**config.mk**
```make
export PLATFORM = sky130hd
export DESIGN_NAME = day_count_to_calendar_date
export DESIGN_NICKNAME = d
export VERILOG_FILES = /design/src/hdl/dcc_pkg.sv /design/src/hdl/dcc_cdiv.sv /design/src/hdl/dcc_datapath.sv /design/src/hdl/dcc_ctrl.sv /design/src/hdl/day_count_to_calendar_date.sv
export SDC_FILE = /design/constraint.sdc
export NUM_CORES = 2
export LEC_CHECK = 0
export ABC_AREA = 1
export BUFFER_PORTS_ARGS = -buffer_cell sky130_fd_sc_hd__buf_2
export CORE_AREA = 5 5 209 262
export DETAILED_ROUTE_END_ITERATION = 10
export DIE_AREA = 0 0 214 267
export PLACE_DENSITY = 0.79
export SYNTH_ARGS = -nofsm -noshare
export SYNTH_HDL_FRONTEND = slang
export SYNTH_HIERARCHICAL = 1
export SYNTH_SLANG_ARGS = --single-unit
```
**constraint.sdc**
```tcl
create_clock -name clk_i -period 8.1 [get_ports clk_i]
set_clock_uncertainty 0.2 [all_clocks]
set_input_delay 0.81 -clock clk_i [delete_from_list [all_inputs] [get_ports clk_i]]
set_output_delay 0.81 -clock clk_i [all_outputs]
set_load 0.1 [all_outputs]
```
**src/hdl/dcc_pkg.sv**
```systemverilog
package dcc_pkg;

  // Field widths
  localparam int unsigned OffW   = 23;
  localparam int unsigned YearW  = 14;
  localparam int unsigned MonthW = 4;
  localparam int unsigned DayW   = 5;

  // Julian day number landmarks
  localparam int JdnEpoch1950  = 2433283;
  localparam int JdnFirstValid = 1721424;
  localparam int JdnLastValid  = 5373484;
  localparam int JdnOct1Of1582 = 2299157;
  localparam int JdnNov1Of1582 = 2299178;
  localparam int JdnMar0Jul    = 1721118;
  localparam int JdnMar0Greg   = 1721120;
  localparam int ChangeBase    = JdnOct1Of1582 - 1;

  localparam int unsigned ChangeYear  = 1582;
  localparam int unsigned ChangeMonth = 10;
  localparam int unsigned GregEraLen  = 146097;
  localparam int unsigned MarchMonths = 10;

  // Constant divider: operand width, reciprocal shift and widths
  localparam int unsigned ZW         = 22;
  localparam int unsigned RecipShift = 22;
  localparam int unsigned MW         = 16;
  localparam int unsigned DW         = 18;
  localparam int unsigned QW         = 16;

  typedef enum logic [2:0] {
    OP_ERA,
    OP_CYC,
    OP_Q1460,
    OP_Q36524,
    OP_YOE,
    OP_C100,
    OP_MP
  } op_e;

  typedef enum logic [1:0] {
    CLS_INVALID,
    CLS_CHANGE,
    CLS_JULIAN,
    CLS_GREG
  } cls_e;

  typedef struct packed {
    logic take_in;
    logic load_x;
    logic mul_en;
    logic back_en;
    logic write_en;
    logic publish;
    op_e  op;
  } cmd_t;

  typedef struct packed {
    cls_e cls;
  } sts_t;

  typedef struct packed {
    logic [DW-1:0] d;
    logic [MW-1:0] m;
  } recip_t;

  // Divisor and floor(2^RecipShift / divisor) for each operation
  function automatic recip_t div_recip(op_e op);
    recip_t r;
    case (op)
      OP_ERA:    r = '{d: DW'(146097), m: MW'(28)};
      OP_CYC:    r = '{d: DW'(1461),   m: MW'(2870)};
      OP_Q1460:  r = '{d: DW'(1460),   m: MW'(2872)};
      OP_Q36524: r = '{d: DW'(36524),  m: MW'(114)};
      OP_YOE:    r = '{d: DW'(365),    m: MW'(11491)};
      OP_C100:   r = '{d: DW'(100),    m: MW'(41943)};
      OP_MP:     r = '{d: DW'(153),    m: MW'(27413)};
      default:   r = '{d: DW'(153),    m: MW'(27413)};
    endcase
    return r;
  endfunction

  // First day of each month in a March-based year
  function automatic logic [8:0] month_start(logic [3:0] mp);
    logic [8:0] s;
    case (mp)
      4'd0:    s = 9'd0;
      4'd1:    s = 9'd31;
      4'd2:    s = 9'd61;
      4'd3:    s = 9'd92;
      4'd4:    s = 9'd122;
      4'd5:    s = 9'd153;
      4'd6:    s = 9'd184;
      4'd7:    s = 9'd214;
      4'd8:    s = 9'd245;
      4'd9:    s = 9'd275;
      4'd10:   s = 9'd306;
      4'd11:   s = 9'd337;
      default: s = 9'd0;
    endcase
    return s;
  endfunction

endpackage

```
**src/hdl/dcc_cdiv.sv**
```systemverilog
module dcc_cdiv (
  input  logic                     clk_i,
  input  logic                     load_i,
  input  logic                     mul_en_i,
  input  logic                     back_en_i,
  input  dcc_pkg::op_e             op_i,
  input  logic [dcc_pkg::ZW-1:0]   x_i,
  output logic [dcc_pkg::QW-1:0]   q_o,
  output logic [dcc_pkg::ZW-1:0]   rem_o
);
  import dcc_pkg::*;

  recip_t                rc;
  logic [ZW-1:0]         x_q;
  logic [ZW+MW-1:0]      prod_q;
  logic [QW-1:0]         qe;
  logic [QW-1:0]         qe_q;
  logic [QW+DW-1:0]      qd_full;
  logic [ZW-1:0]         qd_q;
  logic [ZW-1:0]         rem_raw;
  logic [ZW-1:0]         d_ext;
  logic                  fix;

  assign rc      = div_recip(op_i);
  assign d_ext   = ZW'(rc.d);
  // estimate is exact or one short
  assign qe      = prod_q[RecipShift+QW-1:RecipShift];
  assign qd_full = (QW+DW)'(qe) * (QW+DW)'(rc.d);

  always_ff @(posedge clk_i) begin
    if (load_i) begin
      x_q <= x_i;
    end
    if (mul_en_i) begin
      prod_q <= (ZW+MW)'(x_q) * (ZW+MW)'(rc.m);
    end
    if (back_en_i) begin
      qe_q <= qe;
      qd_q <= qd_full[ZW-1:0];
    end
  end

  assign rem_raw = x_q - qd_q;
  assign fix     = (rem_raw >= d_ext);
  assign q_o     = fix ? qe_q + QW'(1) : qe_q;
  assign rem_o   = fix ? rem_raw - d_ext : rem_raw;

endmodule

```
**src/hdl/dcc_datapath.sv**
```systemverilog
module dcc_datapath (
  input  logic                          clk_i,
  input  dcc_pkg::cmd_t                 cmd_i,
  input  logic [dcc_pkg::OffW-1:0]      day_offset_i,
  output dcc_pkg::sts_t                 sts_o,
  output logic [dcc_pkg::YearW-1:0]     year_o,
  output logic [dcc_pkg::MonthW-1:0]    month_o,
  output logic [dcc_pkg::DayW-1:0]      day_of_month_o,
  output logic                          valid_res_o
);
  import dcc_pkg::*;

  // intake
  logic signed [23:0] jdn;
  logic [23:0]        zj;
  logic [23:0]        zg;
  logic [23:0]        chg_full;
  cls_e               cls_d;

  // working registers
  cls_e               cls_q;
  logic [ZW-1:0]      z_q;
  logic [DayW-1:0]    chg_day_q;
  logic [8:0]         era_q;
  logic [17:0]        doe_q;
  logic [6:0]         qa_q;
  logic [2:0]         qb_q;
  logic [8:0]         yoe_q;
  logic [8:0]         r365_q;
  logic [1:0]         c100_q;
  logic [3:0]         mp_q;
  logic [8:0]         doy_q;

  logic               greg;
  logic               doe_last;
  logic [17:0]        num;
  logic [9:0]         doy_w;
  logic [8:0]         doy_c;
  logic [10:0]        mp_arg;
  logic [ZW-1:0]      operand;
  logic [QW-1:0]      div_q;
  logic [ZW-1:0]      div_rem;

  logic [YearW-1:0]   year_c;
  logic [YearW-1:0]   yr_base;
  logic [MonthW-1:0]  month_c;
  logic [DayW-1:0]    day_c;
  logic [8:0]         day_w;

  assign jdn      = $signed({day_offset_i[OffW-1], day_offset_i}) + 24'(JdnEpoch1950);
  assign zj       = jdn - 24'(JdnMar0Jul);
  assign zg       = jdn - 24'(JdnMar0Greg);
  assign chg_full = jdn - 24'(ChangeBase);

  always_comb begin
    if (jdn < $signed(24'(JdnFirstValid)) || jdn > $signed(24'(JdnLastValid))) begin
      cls_d = CLS_INVALID;
    end else if (jdn >= $signed(24'(JdnNov1Of1582))) begin
      cls_d = CLS_GREG;
    end else if (jdn >= $signed(24'(JdnOct1Of1582))) begin
      cls_d = CLS_CHANGE;
    end else begin
      cls_d = CLS_JULIAN;
    end
  end

  assign greg     = (cls_q == CLS_GREG);
  assign doe_last = (doe_q == 18'(GregEraLen - 1));
  assign num      = doe_q - 18'(qa_q) + 18'(qb_q) - 18'(doe_last);
  // day of March-based year, rebuilt from the remainder of the year division
  assign doy_w    = 10'(r365_q) + 10'(qa_q) - 10'(qb_q) + 10'(doe_last)
                  - (greg ? 10'(yoe_q[8:2]) : 10'd0) + 10'(c100_q);
  assign doy_c    = doy_w[8:0];
  assign mp_arg   = 11'({doy_c, 2'b00}) + 11'(doy_c) + 11'd2;

  always_comb begin
    case (cmd_i.op)
      OP_ERA, OP_CYC:      operand = z_q;
      OP_Q1460, OP_Q36524: operand = ZW'(doe_q);
      OP_YOE:              operand = ZW'(num);
      OP_C100:             operand = ZW'(yoe_q);
      OP_MP:               operand = ZW'(mp_arg);
      default:             operand = z_q;
    endcase
  end

  dcc_cdiv u_cdiv (
    .clk_i     (clk_i),
    .load_i    (cmd_i.load_x),
    .mul_en_i  (cmd_i.mul_en),
    .back_en_i (cmd_i.back_en),
    .op_i      (cmd_i.op),
    .x_i       (operand),
    .q_o       (div_q),
    .rem_o     (div_rem)
  );

  always_ff @(posedge clk_i) begin
    if (cmd_i.take_in) begin
      cls_q     <= cls_d;
      z_q       <= (cls_d == CLS_GREG) ? zg[ZW-1:0] : zj[ZW-1:0];
      chg_day_q <= chg_full[DayW-1:0];
      qb_q      <= '0;
      c100_q    <= '0;
    end
    if (cmd_i.load_x && cmd_i.op == OP_MP) begin
      doy_q <= doy_c;
    end
    if (cmd_i.write_en) begin
      case (cmd_i.op)
        OP_ERA, OP_CYC: begin
          era_q <= div_q[8:0];
          doe_q <= div_rem[17:0];
        end
        OP_Q1460:  qa_q <= div_q[6:0];
        OP_Q36524: qb_q <= div_q[2:0];
        OP_YOE: begin
          yoe_q  <= div_q[8:0];
          r365_q <= div_rem[8:0];
        end
        OP_C100:   c100_q <= div_q[1:0];
        OP_MP:     mp_q <= div_q[3:0];
        default:   mp_q <= div_q[3:0];
      endcase
    end
  end

  // final assembly
  assign yr_base = greg ? YearW'(era_q) * YearW'(400) : YearW'({era_q, 2'b00});
  assign year_c  = yr_base + YearW'(yoe_q) + YearW'(mp_q >= 4'(MarchMonths));
  assign month_c = (mp_q < 4'(MarchMonths)) ? mp_q + 4'd3 : mp_q - 4'd9;
  assign day_w   = doy_q - month_start(mp_q) + 9'd1;
  assign day_c   = day_w[DayW-1:0];

  always_ff @(posedge clk_i) begin
    if (cmd_i.publish) begin
      case (cls_q)
        CLS_INVALID: begin
          year_o         <= '0;
          month_o        <= '0;
          day_of_month_o <= '0;
          valid_res_o    <= 1'b0;
        end
        CLS_CHANGE: begin
          year_o         <= YearW'(ChangeYear);
          month_o        <= MonthW'(ChangeMonth);
          day_of_month_o <= chg_day_q;
          valid_res_o    <= 1'b1;
        end
        default: begin
          year_o         <= year_c;
          month_o        <= month_c;
          day_of_month_o <= day_c;
          valid_res_o    <= 1'b1;
        end
      endcase
    end
  end

  assign sts_o.cls = cls_q;

endmodule

```
**src/hdl/dcc_ctrl.sv**
```systemverilog
module dcc_ctrl (
  input  logic           clk_i,
  input  logic           rst_ni,
  input  logic           in_valid_i,
  output logic           in_ready_o,
  input  logic           out_ready_i,
  output logic           out_valid_o,
  input  dcc_pkg::sts_t  sts_i,
  output dcc_pkg::cmd_t  cmd_o
);
  import dcc_pkg::*;

  localparam logic [2:0] StIdle     = 3'd0;
  localparam logic [2:0] StDispatch = 3'd1;
  localparam logic [2:0] StLoad     = 3'd2;
  localparam logic [2:0] StMul      = 3'd3;
  localparam logic [2:0] StBack     = 3'd4;
  localparam logic [2:0] StWrite    = 3'd5;
  localparam logic [2:0] StDone     = 3'd6;

  logic [2:0] state_q, state_d;
  op_e        op_q, op_d;
  logic       out_valid_q, out_valid_d;
  logic       greg;

  assign greg = (sts_i.cls == CLS_GREG);

  function automatic op_e next_op(op_e op, logic is_greg);
    op_e n;
    case (op)
      OP_ERA, OP_CYC: n = OP_Q1460;
      OP_Q1460:       n = is_greg ? OP_Q36524 : OP_YOE;
      OP_Q36524:      n = OP_YOE;
      OP_YOE:         n = is_greg ? OP_C100 : OP_MP;
      default:        n = OP_MP;
    endcase
    return n;
  endfunction

  always_comb begin
    state_d       = state_q;
    op_d          = op_q;
    in_ready_o    = 1'b0;
    cmd_o         = '0;
    cmd_o.op      = op_q;
    case (state_q)
      StIdle: begin
        in_ready_o = 1'b1;
        if (in_valid_i) begin
          cmd_o.take_in = 1'b1;
          state_d       = StDispatch;
        end
      end
      StDispatch: begin
        case (sts_i.cls)
          CLS_GREG: begin
            op_d    = OP_ERA;
            state_d = StLoad;
          end
          CLS_JULIAN: begin
            op_d    = OP_CYC;
            state_d = StLoad;
          end
          default: state_d = StDone;
        endcase
      end
      StLoad: begin
        cmd_o.load_x = 1'b1;
        state_d      = StMul;
      end
      StMul: begin
        cmd_o.mul_en = 1'b1;
        state_d      = StBack;
      end
      StBack: begin
        cmd_o.back_en = 1'b1;
        state_d       = StWrite;
      end
      StWrite: begin
        cmd_o.write_en = 1'b1;
        if (op_q == OP_MP) begin
          state_d = StDone;
        end else begin
          op_d    = next_op(op_q, greg);
          state_d = StLoad;
        end
      end
      StDone: begin
        if (!out_valid_q || out_ready_i) begin
          cmd_o.publish = 1'b1;
          state_d       = StIdle;
        end
      end
      default: state_d = StIdle;
    endcase
  end

  always_comb begin
    out_valid_d = out_valid_q;
    if (cmd_o.publish) begin
      out_valid_d = 1'b1;
    end else if (out_ready_i) begin
      out_valid_d = 1'b0;
    end
  end

  always_ff @(posedge clk_i or negedge rst_ni) begin
    if (!rst_ni) begin
      state_q     <= StIdle;
      op_q        <= OP_ERA;
      out_valid_q <= 1'b0;
    end else begin
      state_q     <= state_d;
      op_q        <= op_d;
      out_valid_q <= out_valid_d;
    end
  end

  assign out_valid_o = out_valid_q;

endmodule

```
**src/hdl/day_count_to_calendar_date.sv**
```systemverilog
// Day count to calendar date converter.
// Input channel (in_valid_i / in_ready_o) carries a signed day count since
// 1950-01-01; output channel (out_valid_o / out_ready_i) returns year, month,
// day of month and a valid flag. One result transaction per input transaction.
// Julian calendar before the October 1582 changeover, Gregorian after; that
// October is returned as one month of days 1 to 21. Offsets outside years
// 1 to 9999 give valid_res_o low and zero fields.
// One shared constant divider (reciprocal multiply, back-multiply, correct)
// runs each division through load, multiply, back-multiply and write steps.
// Gregorian dates need 6 divisions, Julian dates 4; the changeover month and
// out-of-range offsets need none. A new transaction is accepted only once
// the previous one has reached the output register.
// A stalled receiver holds the output register; the next item is still taken
// and computed, and waits in its final state until the output register frees.
// Reset clears the controller and the output valid; no stored state otherwise.
module day_count_to_calendar_date (
  input  logic                          clk_i,
  input  logic                          rst_ni,
  input  logic                          in_valid_i,
  output logic                          in_ready_o,
  input  logic [dcc_pkg::OffW-1:0]      day_offset_i,
  output logic                          out_valid_o,
  input  logic                          out_ready_i,
  output logic [dcc_pkg::YearW-1:0]     year_o,
  output logic [dcc_pkg::MonthW-1:0]    month_o,
  output logic [dcc_pkg::DayW-1:0]      day_of_month_o,
  output logic                          valid_res_o
);
  import dcc_pkg::*;

  // controller <-> datapath
  cmd_t cmd;
  sts_t sts;

  // sequencer: dispatch on date class, then step through the divisions
  dcc_ctrl u_ctrl (
    .clk_i       (clk_i),
    .rst_ni      (rst_ni),
    .in_valid_i  (in_valid_i),
    .in_ready_o  (in_ready_o),
    .out_ready_i (out_ready_i),
    .out_valid_o (out_valid_o),
    .sts_i       (sts),
    .cmd_o       (cmd)
  );

  // classification, shared divider, working registers and output register
  dcc_datapath u_datapath (
    .clk_i          (clk_i),
    .cmd_i          (cmd),
    .day_offset_i   (day_offset_i),
    .sts_o          (sts),
    .year_o         (year_o),
    .month_o        (month_o),
    .day_of_month_o (day_of_month_o),
    .valid_res_o    (valid_res_o)
  );

endmodule

```
==> results.md <==
* Status: completed
* Crit path DAT at 7.53 ns
* Dpl hpwl at 76,400 um
* Tcrit/Tclk final at 92.5%
* FP Rows at 94
* H-tree Lvls at 4
* Synth warnings at 6
* Metal2 WL at 43,000 um
* Vias in the first global route at 28,000
* Count of non-filler cells in the finished layout at 4,913
* Top layer reached by signal wires: met5
* Vias/cell at 5.64
* Antenna violations before repair at 2
* Met1 wire length at 34,400 um
* Largest net degree at the start of global routing at 36
* Core Area at 0.0521 mm2
* Pre-antenna DRT Iters at 6
* GRT Util Overall at 32.4%
* Max cap viols at 0
* Area Overhead vs Synth at 5.26%
* Ratio of cells with drive above 1 in the final layout at 4.76%
* DRC viols at 0
* Period minus WS final at 7.49 ns
* Initial Utilization at 62.7%
* Vias at 27,700
* Fin. Hold Viols at 0
* Final Util at 66.0%
* Crit-path max FO at 18
* Met3 WL at 7320 um
* Achievable frequency at 133 MHz
* I/O pin count at 53
* Kind of launch point of the worst setup path: register
* Dpl cells at 4,879
* Fin nets at 5,015
* Total CTS buffers at 17
* Die width at 214 um
* Clock Latency Late Sink at 0.48 ns
* CTS resizes at 0
* Crit end category: register
* Critical path required time at 8.14 ns
* Syn Nets at 4,974
* Most common cell type on the critical path: inv_1
* Gp weighted congestion at 1.01
* Endpoints failing setup at 0
* Post-Syn Instances at 4,186
* Setup Fix Bufs, Post-CTS at 0
* Mapped Area at 0.0327 mm2
* Die Ht at 267 um
* Rel. slew slack at 26.1%
* Starting DRT DRC Count at 2,526
* DR WL/cell at 18.6 um
* Final WL at 91,400 um
* Min-Delay Path Class: reg -> reg
* TNS Setup at 0 ns
* Clk root buf: clkbuf_16
* First-pass GRT wire length at 147,000 um
* Syn avg cell area at 7.81 um2
* RSZ-0062 raised after global routing: no
* CTS sink count at 199
* Slowest CP cell: fa_1
* CTS Hold Bufs at 1
* TritonCTS clock tree: built
* Die ar. at 0.0571 mm2
* Crit path kind: reg -> reg
* Crit-path max cell delay at 0.62 ns
* Measured slew at the worst slew-check pin at 1.11 ns
* Pins over their slew limit at 0
* Port Buf Inserts at 52
* Fill count at 4,545
* Antenna Nets Post-Route at 0
* Longest Clk Path Bufs at 2
* GRT overflow at 0
* Clock transition at path regs at 0.10 ns
-- per-stage QoR --
step / hold WS, ns / area (um2) / worst slack (ns)
6_report: 0.311 / 34400 / 0.608
5_1_grt: 0.334 / 34400 / 0.0973
4_1_cts: 0.307 / 34400 / 0.729
3_5_place_dp: 0.283 / 33700 / 0.704
3_3_place_gp: 0.273 / 33700 / 0.856
2_1_floorplan: 0.224 / 32700 / 1.38
-- metal layers --
| metal | GRT usage (%) | vias to the layer above |
|---|---|---|
| li1 | - | 13000 |
| met1 | 39.4 | 13100 |
| met2 | 54.0 | 1222 |
| met3 | 6.35 | 392 |
| met4 | 19.3 | 2 |
| met5 | 0 | - |
-- flip-flops by register name (all words and copies together) (netlist names), 14 cells and up, named ones only --
| signal | flops |
|---|---|
| u_datapath/doe_q | 18 |
| u_datapath/year_o | 14 |
| u_datapath/u_cdiv/x_q | 22 |
| u_datapath/u_cdiv/qd_q | 22 |
| u_datapath/u_cdiv/prod_q | 16 |
| u_datapath/z_q | 22 |
-- layout make-up --
class	instances	area, um2	share of cell area, %
Clock inverter	15	235	0.684
Multi-Input combinational cell	2949	22900	66.5
Inverter	974	3660	10.6
Tap cell	672	841	2.44
Sequential cell	199	5840	17.0
Antenna cell	1	2.50	0.00728
Timing Repair Buffer	86	518	1.51
Clock buffer	17	425	1.24
-- placed cells by master (no fill, tap or decap), types with 52 or more instances in the layout --
cell type and n:
a21oi_1 149, inv_1 941, buf_2 52, nand4_1 62, fa_1 412, xor2_1 104, ha_1 349, o21ai_0 112
edfxtp_1 182, nand3_1 159, nand2_1 870, nor2_1 494
-- path summary, 6_finish.rpt --
path	startpoint	end	slack (ns)	depth (start not counted)
worst min-delay path	u_datapath/qb_q[0]	u_datapath/qb_q[0]	0.31	2
worst max-delay path	u_ctrl/op_q[1]	u_datapath/u_cdiv/prod_q[28]	0.61	27
min in group asynchronous	rst_ni	u_ctrl/out_valid_o	0.51	2
max in group asynchronous	rst_ni	u_ctrl/state_q[0]	7.03	2
worst max register to register	u_ctrl/op_q[1]	u_datapath/u_cdiv/prod_q[28]	0.61	27
worst min register to register	u_datapath/qb_q[0]	u_datapath/qb_q[0]	0.31	2
-- worst max-delay path, delay by kind of cell (launching register included) --
| kind | cells | cell delay (ns) |
|---|---|---|
| adders and majority gates | 7 | 3.44 |
| buffers and inverters | 9 | 1.28 |
| AOI/OAI and AO/OA | 6 | 1.07 |
| DFF | 1 | 0.61 |
| and+or+nand+nor | 4 | 0.46 |
| xor gates and xnor gates | 1 | 0.15 |
Power is not shown: default switching activity piles up to over one toggle a cycle in this logic, so the estimate is an artifact.
